File: config.mk
export PLATFORM = sky130hd
export DESIGN_NAME = utf8_to_utf16_decoder_flat
export DESIGN_NICKNAME = d
export VERILOG_FILES = /design/src/rtl/core/u8u16_pkg.sv /design/src/rtl/core/u8u16_in_if.sv /design/src/rtl/core/u8u16_out_if.sv /design/src/rtl/core/u8u16_decode.sv /design/src/rtl/core/utf8_to_utf16_decoder.sv /design/src/flat_wrapper.sv
export SDC_FILE = /design/constraint.sdc
export NUM_CORES = 1
export LEC_CHECK = 0
export BUFFER_PORTS_ARGS = -buffer_cell sky130_fd_sc_hd__buf_2
export CORE_ASPECT_RATIO = 1.1
export CORE_UTILIZATION = 25
export CTS_CLUSTER_SIZE = 8
export DETAILED_ROUTE_END_ITERATION = 12
export GPL_ROUTABILITY_DRIVEN = 1
export GPL_TIMING_DRIVEN = 0
export SLEW_MARGIN = 20
export SYNTH_ARGS = -nofsm -noshare
export SYNTH_HDL_FRONTEND = slang
export SYNTH_SLANG_ARGS = --single-unit
File: constraint.sdc
create_clock -name i_clk -period 4.37 [get_ports i_clk]
set_input_delay 0.874 -clock i_clk [delete_from_list [all_inputs] [get_ports i_clk]]
set_output_delay 0.874 -clock i_clk [all_outputs]
set_load 0.02 [all_outputs]
File: src/rtl/core/u8u16_pkg.sv
// Shared types and constants for the UTF-8 to UTF-16 decoder.
package u8u16_pkg;

    localparam logic [15:0] REPLACEMENT    = 16'hFFFD;
    localparam logic [20:0] MAX_POINT      = 21'h10FFFF;
    localparam logic [20:0] SURR_LOW_BOUND = 21'h00D800;
    localparam logic [20:0] SURR_HIGH_BOUND = 21'h00DFFF;
    localparam logic [15:0] HIGH_SURR_BASE = 16'hD800;
    localparam logic [15:0] LOW_SURR_BASE  = 16'hDC00;
    localparam logic [20:0] PLANE_ONE      = 21'h010000;

    // Decoder state carried between bytes
    typedef struct packed {
        logic [20:0] point;
        logic [1:0]  pending;
    } t_dec_state;

    // Code units produced by one byte (0, 1 or 2)
    typedef struct packed {
        logic [1:0]  count;
        logic [15:0] unit0;
        logic [15:0] unit1;
    } t_dec_result;

endpackage

File: src/rtl/core/u8u16_in_if.sv
// Byte input channel: valid/ready handshake with one UTF-8 byte.
interface u8u16_in_if;
    logic       valid;
    logic       ready;
    logic [7:0] in_byte;
    logic       string_end;

    modport source (output valid, output in_byte, output string_end, input ready);
    modport sink (input valid, input in_byte, input string_end, output ready);
endinterface

File: src/rtl/core/u8u16_out_if.sv
// Code unit output channel: valid/ready handshake with one UTF-16 unit.
interface u8u16_out_if;
    logic        valid;
    logic        ready;
    logic [15:0] code_unit;
    logic        run_last;
    logic        unit_is_final;

    modport source (output valid, output code_unit, output run_last,
                    output unit_is_final, input ready);
    modport sink (input valid, input code_unit, input run_last,
                  input unit_is_final, output ready);
endinterface

File: src/rtl/core/u8u16_decode.sv
// Combinational decode of one UTF-8 byte against the open sequence state.
module u8u16_decode (
    input  u8u16_pkg::t_dec_state  i_state,
    input  logic [7:0]             i_byte,
    input  logic                   i_end,
    output u8u16_pkg::t_dec_state  o_next,
    output u8u16_pkg::t_dec_result o_res
);
    import u8u16_pkg::*;

    logic        cont;
    logic        open_seq;
    logic [20:0] acc_point;
    logic [1:0]  pend_dec;

    logic        lead_n;
    logic        lead_open;
    logic [15:0] lead_unit;
    logic [20:0] lead_point;
    logic [1:0]  lead_pend;

    logic        bad_point;
    logic [20:0] fixed_point;
    logic        two_units;
    logic [20:0] offset;
    logic [15:0] high_unit;
    logic [15:0] low_unit;

    assign cont      = (i_byte[7:6] == 2'b10);
    assign open_seq  = (i_state.pending != 2'd0);
    assign acc_point = {i_state.point[14:0], i_byte[5:0]};
    assign pend_dec  = i_state.pending - 2'd1;

    // Lead byte classification
    always_comb begin
        lead_n     = 1'b0;
        lead_open  = 1'b0;
        lead_unit  = REPLACEMENT;
        lead_point = '0;
        lead_pend  = 2'd0;
        priority if (i_byte[7] == 1'b0) begin
            lead_n    = 1'b1;
            lead_unit = {8'h00, i_byte};
        end else if (i_byte[7:5] == 3'b110) begin
            lead_open  = 1'b1;
            lead_point = {16'h0000, i_byte[4:0]};
            lead_pend  = 2'd1;
        end else if (i_byte[7:4] == 4'b1110) begin
            lead_open  = 1'b1;
            lead_point = {17'h00000, i_byte[3:0]};
            lead_pend  = 2'd2;
        end else if (i_byte[7:3] == 5'b11110) begin
            lead_open  = 1'b1;
            lead_point = {18'h00000, i_byte[2:0]};
            lead_pend  = 2'd3;
        end else begin
            lead_n    = 1'b1;
            lead_unit = REPLACEMENT;
        end
        // sequence opened on the last byte of the string is cut off
        if (lead_open && i_end) begin
            lead_n    = 1'b1;
            lead_unit = REPLACEMENT;
        end
    end

    // Completed code point to UTF-16
    assign bad_point   = (acc_point > MAX_POINT) ||
                         ((acc_point >= SURR_LOW_BOUND) && (acc_point <= SURR_HIGH_BOUND));
    assign fixed_point = bad_point ? {5'b00000, REPLACEMENT} : acc_point;
    assign two_units   = (fixed_point[20:16] != 5'd0);
    assign offset      = fixed_point - PLANE_ONE;
    assign high_unit   = HIGH_SURR_BASE + {6'b000000, offset[19:10]};
    assign low_unit    = LOW_SURR_BASE + {6'b000000, offset[9:0]};

    always_comb begin
        o_next       = '0;
        o_res.count  = 2'd0;
        o_res.unit0  = REPLACEMENT;
        o_res.unit1  = REPLACEMENT;
        if (open_seq && cont) begin
            if (pend_dec == 2'd0) begin
                o_res.count = two_units ? 2'd2 : 2'd1;
                o_res.unit0 = two_units ? high_unit : fixed_point[15:0];
                o_res.unit1 = low_unit;
            end else if (i_end) begin
                o_res.count = 2'd1;
            end else begin
                o_next.point   = acc_point;
                o_next.pending = pend_dec;
            end
        end else if (open_seq) begin
            // broken sequence: replacement, then the byte again as a lead
            o_res.count = 2'd1 + {1'b0, lead_n};
            o_res.unit1 = lead_unit;
            if (lead_open && !i_end) begin
                o_next.point   = lead_point;
                o_next.pending = lead_pend;
            end
        end else begin
            o_res.count = {1'b0, lead_n};
            o_res.unit0 = lead_unit;
            if (lead_open && !i_end) begin
                o_next.point   = lead_point;
                o_next.pending = lead_pend;
            end
        end
    end

endmodule

File: src/rtl/core/utf8_to_utf16_decoder.sv
// Top level of the UTF-8 to UTF-16 decoder.
//
// i_in carries one UTF-8 byte per transaction with string_end marking the
// last byte of a string. o_out carries one UTF-16 code unit per transaction;
// run_last marks the last unit caused by a byte, unit_is_final the last unit
// of the whole string. A byte gives zero, one or two units.
// Units are registered: a byte accepted on i_in shows its first unit on o_out
// in the next cycle. Throughput: one byte per cycle while each byte gives at most
// one unit and the receiver takes each unit; a byte that gives two units (surrogate
// pair, or a replacement followed by a redecoded lead) holds i_in.ready low
// until its first unit has left the two-entry result register.
// A new byte is taken in the cycle the last buffered unit leaves.
// Reset clears the open sequence and empties the result register.
// When the receiver stalls, the buffered units hold and i_in.ready drops
// until the last of them is taken; no unit is lost or repeated.
module utf8_to_utf16_decoder (
    input logic         i_clk,
    input logic         i_rst_n,
    u8u16_in_if.sink    i_in,
    u8u16_out_if.source o_out
);
    import u8u16_pkg::*;

    t_dec_state  r_state;
    t_dec_state  dec_next;
    t_dec_result dec_res;

    logic [1:0]  r_cnt;
    logic [15:0] r_unit0;
    logic [15:0] r_unit1;
    logic        r_end;

    logic        in_acc;
    logic        out_acc;

    u8u16_decode u_decode (
        .i_state (r_state),
        .i_byte  (i_in.in_byte),
        .i_end   (i_in.string_end),
        .o_next  (dec_next),
        .o_res   (dec_res)
    );

    assign out_acc    = o_out.valid && o_out.ready;
    assign i_in.ready = (r_cnt == 2'd0) || ((r_cnt == 2'd1) && o_out.ready);
    assign in_acc     = i_in.valid && i_in.ready;

    assign o_out.valid         = (r_cnt != 2'd0);
    assign o_out.code_unit     = r_unit0;
    assign o_out.run_last      = (r_cnt == 2'd1);
    assign o_out.unit_is_final = (r_cnt == 2'd1) && r_end;

    always_ff @(posedge i_clk) begin
        if (!i_rst_n) begin
            r_state <= '0;
            r_cnt   <= 2'd0;
        end else if (in_acc) begin
            r_state <= dec_next;
            r_cnt   <= dec_res.count;
        end else if (out_acc) begin
            r_cnt <= r_cnt - 2'd1;
        end
    end

    always_ff @(posedge i_clk) begin
        if (in_acc) begin
            r_unit0 <= dec_res.unit0;
            r_unit1 <= dec_res.unit1;
            r_end   <= i_in.string_end;
        end else if (out_acc) begin
            r_unit0 <= r_unit1;
        end
    end

endmodule

File: src/flat_wrapper.sv
// flat-port wrapper written by rule: the top's interface ports become plain ports
module utf8_to_utf16_decoder_flat import u8u16_pkg::*;
  (i_clk, i_rst_n, i_in_valid, i_in_in_byte, i_in_string_end, i_in_ready, o_out_valid, o_out_code_unit, o_out_run_last, o_out_unit_is_final, o_out_ready);
  u8u16_in_if i_in_i ();
  u8u16_out_if o_out_i ();
  input logic i_clk;
  input logic i_rst_n;
  input wire logic [$bits(i_in_i.valid)-1:0] i_in_valid;
  input wire logic [$bits(i_in_i.in_byte)-1:0] i_in_in_byte;
  input wire logic [$bits(i_in_i.string_end)-1:0] i_in_string_end;
  output wire logic [$bits(i_in_i.ready)-1:0] i_in_ready;
  output wire logic [$bits(o_out_i.valid)-1:0] o_out_valid;
  output wire logic [$bits(o_out_i.code_unit)-1:0] o_out_code_unit;
  output wire logic [$bits(o_out_i.run_last)-1:0] o_out_run_last;
  output wire logic [$bits(o_out_i.unit_is_final)-1:0] o_out_unit_is_final;
  input wire logic [$bits(o_out_i.ready)-1:0] o_out_ready;
  assign i_in_i.valid = i_in_valid;
  assign i_in_i.in_byte = i_in_in_byte;
  assign i_in_i.string_end = i_in_string_end;
  assign i_in_ready = i_in_i.ready;
  assign o_out_valid = o_out_i.valid;
  assign o_out_code_unit = o_out_i.code_unit;
  assign o_out_run_last = o_out_i.run_last;
  assign o_out_unit_is_final = o_out_i.unit_is_final;
  assign o_out_i.ready = o_out_ready;
  utf8_to_utf16_decoder u_core (.i_clk(i_clk), .i_rst_n(i_rst_n), .i_in(i_in_i), .o_out(o_out_i));
endmodule
==> results by group <==
Place
  • Area post-placement: 2940 µm²
  • GPL Wtd Cong: 0.878
  • Hpwl dp: 5.39 mm
  • IO Port Bufs: 30

Floorplanning
  • Core footprint: 10000 µm²
  • # rows: 38
  • Die height: 109 µm
  • Initial core utilization: 0.261
  • DIE AREA: 10900 µm²
  • I/O pins: 33
  • Die W: 99.5 µm

Logic synthesis
  • Main synth FF type: edfxtp_1
  • Synthesized flop and latch total: 48
  • Synth warn: 0
  • FFs w/ async S/R, synth: 0
  • Sequential fraction of the synthesis area: 0.478
  • Synth unique cells: 62
  • Post-Synthesis Cells: 264
  • Mapped Area: 2620 µm²
  • Mean Syn Cell Area: 9.91 µm²
  • EDFF count, synth: 29
  • Syn nets: 283

CTS
  • CTS tree: yes
  • H-tree depth: 2
  • Post-cts hold buffer count: 0
  • Number of setup buffers added after CTS: 0
  • CTS buffer count: 5
  • Clock Tree Buf Depth: 2
  • Clk pin slew, worst setup/hold paths: 0.09 ns
  • Worst skew pair latency: 0.31 ns
  • Post-cts resize count: 0
  • Total clock sinks: 48
  • Root Driver: clkbuf_8

Setup path
  • CP Launch Type: input port
  • Critical Path Start: i_in_valid
  • Critical Path Sink Type: register
  • RR Startpoint: u_core.r_cnt[0]
  • R2R depth: 9
  • WP data arrival: 2.72 ns
  • Data required, critical path: 4.50 ns
  • Max FO, Critical Path: 22
  • Critical path class: in -> reg

Timing
  • Slew @ Worst Pin: 0.816 ns
  • Slew headroom: 0.456
  • Final Hold Viols: 0
  • RSZ-0062 raised after global routing: false
  • Setup-failing EPs final: 0
  • Maximum clock frequency: 386 MHz
  • Worst clock skew: 0.0129 ns
  • Final Critical Period: 2.59 ns
  • Fin Hold WS: 0.501 ns
  • Crit share post-route: 0.593
  • Slew Viols, Final: 0
  • Sum Neg Setup Slack: 0 ns

GRT
  • Grt total ovfl: 0
  • Initial antenna violation count: 0
  • Largest net degree at the start of global routing: 23
  • Vias in the first global route: 2249
  • Global-route wire length before repair: 11.7 mm
  • Total GRT Usage: 0.140

Job
  • Max_cap viols: 0

Finish
  • Nets: 320
  • Layout cells sized above 1: 0.209
  • Number of diodes: 0
  • Final Instance Area: 3020 µm²
  • Area growth syn-to-layout: 15.6%

Worst hold path
  • Hold Crit Start: u_core.r_state[1]
  • Worst Hold Depth: 2
  • Hold Path Class: reg -> reg

Drt
  • Remaining antenna violation count: 0
  • Wirelength per Cell: 16.5 µm
  • Number of remaining DRC errors: 0
  • Drt total wl: 7.27 mm
  • Initial DRC Count: 271
  • Via count: 2260
  • Initial DRT Pass Iterations: 4
  • Vias per std cell: 5.11

Power
  • PwrDens: 369 nW/µm²
  • Leakage: 1.01 nW
  • VDD IR-drop max: 0.000128 V

Outcome
  • Status: finished clean
## synth_stat cells, types with 2 or more instances
master | number | area [µm²]
inv_1 | 14 | 52.6
o2111ai_1 | 3 | 26.3
nand2b_1 | 2 | 12.5
o21ai_0 | 13 | 65.1
edfxtp_1 | 29 | 871
nand3_1 | 12 | 60.1
nand4b_1 | 3 | 26.3
dfxtp_1 | 19 | 380
nor2b_1 | 2 | 12.5
clkbuf_1 | 7 | 26.3
a211oi_2 | 3 | 37.5
nor2_1 | 23 | 86.3
a21oi_1 | 16 | 80.1
a22oi_1 | 10 | 75.1
o22ai_1 | 4 | 25.0
o32a_1 | 2 | 20.0
a211oi_1 | 3 | 22.5
o21ai_1 | 3 | 15.0
and2_1 | 4 | 25.0
nor3_1 | 5 | 25.0
and3_1 | 2 | 12.5
ha_1 | 6 | 75.1
a31oi_1 | 6 | 37.5
nor4_1 | 4 | 25.0
o41ai_1 | 3 | 26.3
a221oi_1 | 2 | 17.5
a32oi_1 | 3 | 26.3
nand3b_1 | 2 | 15.0
buf_2 | 8 | 40.0
nand2_1 | 15 | 56.3
nor4_4 | 2 | 42.5
or3_1 | 3 | 18.8
inv_2 | 2 | 7.51
## cells by family after synthesis
logic type / synth area share
and+or+nand+nor: 0.204
AOI/OAI and AO/OA: 0.226
DFF: 0.478
buffers and inverters: 0.0541
adders and majority gates: 0.0287
muxes: 0.00813
## worst max-delay path, stage by stage
cell      delay [ns]
clkbuf_1        0.36
nand2_1         0.39
inv_2           0.24
buf_2           0.47
o21ai_0         0.15
a31oi_1         0.24
## report_power, final
part / internal [mW] / switching (mW)
logic: 0.0933 / 0.208
registers: 0.542 / 0.0129
clock network: 0.113 / 0.147
total: 0.748 / 0.368
## path summary, 6_finish.rpt
check,to,slack (ns)
hold / removal,u_core.r_state[1],0.50
setup reg to reg,u_core.o_out.code_unit[6],1.88
setup / recovery,u_core.o_out.code_unit[6],1.78
hold reg to reg,u_core.r_state[1],0.50
## state kept, by name, summed over array words and instances, names as in the netlist
signal and flops:
u_core.r_cnt 2, u_core.r_unit1 12, u_core.r_state 17, u_core.r_end 1
u_core.o_out.code_unit 16
## metrics by stage
step                setup slack, ns   util  instances  power [mW]
finish                         1.78  0.301        442        1.12
global route                   1.60  0.301        442        1.17
CTS                            1.81  0.301        442        1.12
detailed placement             1.48  0.293        434       0.867
global placement               1.51  0.293        434       0.862
floorplan                      2.10      -        264       0.766
## routing by layer
layer | up-vias | GRT usage | routed length (µm) | part of all wire
li1 | 1079 | - | - | -
met1 | 1089 | 0.172 | 3080 | 0.42
met2 | 79 | 0.241 | 3660 | 0.50
met3 | 13 | 0.0199 | 340 | 0.047
met4 | 0 | 0.0651 | 193 | 0.027
met5 | - | 0 | 0 | 0
## cell type report
type                       instances  area [µm²]
buffer                            16        77.6
clock buffer                       7        76.3
clock inverter                     1        5.00
fill                            1059        7010
inverter                          17        63.8
multi-input combinational        183        1220
sequential                        48        1250
tap                              140         175
timing repair buffer              30         150
## cell usage in the layout (no fill, tap or decap), drive strengths merged, types with 2 or more instances in the layout
cell type	n
buf	39
edfxtp	29
nor2	24
dfxtp	19
o21ai	17
a21oi	16
inv	16
nand2	15
clkbuf	14
nand3	12
a22oi	10
a31oi	6
ha	6
nor4	6
a211oi	6
nor3	5
o22ai	4
and2	4
o41ai	3
or3	3
o2111ai	3
nand4b	3
a32oi	3
nand2b	2
and3	2
nand3b	2
nor2b	2
o32a	2
a221oi	2
and4	2
nor3b	2
o211ai	2
or2	2
clkinv	2
No activity file was read; power rests on OpenSTA's default activity.
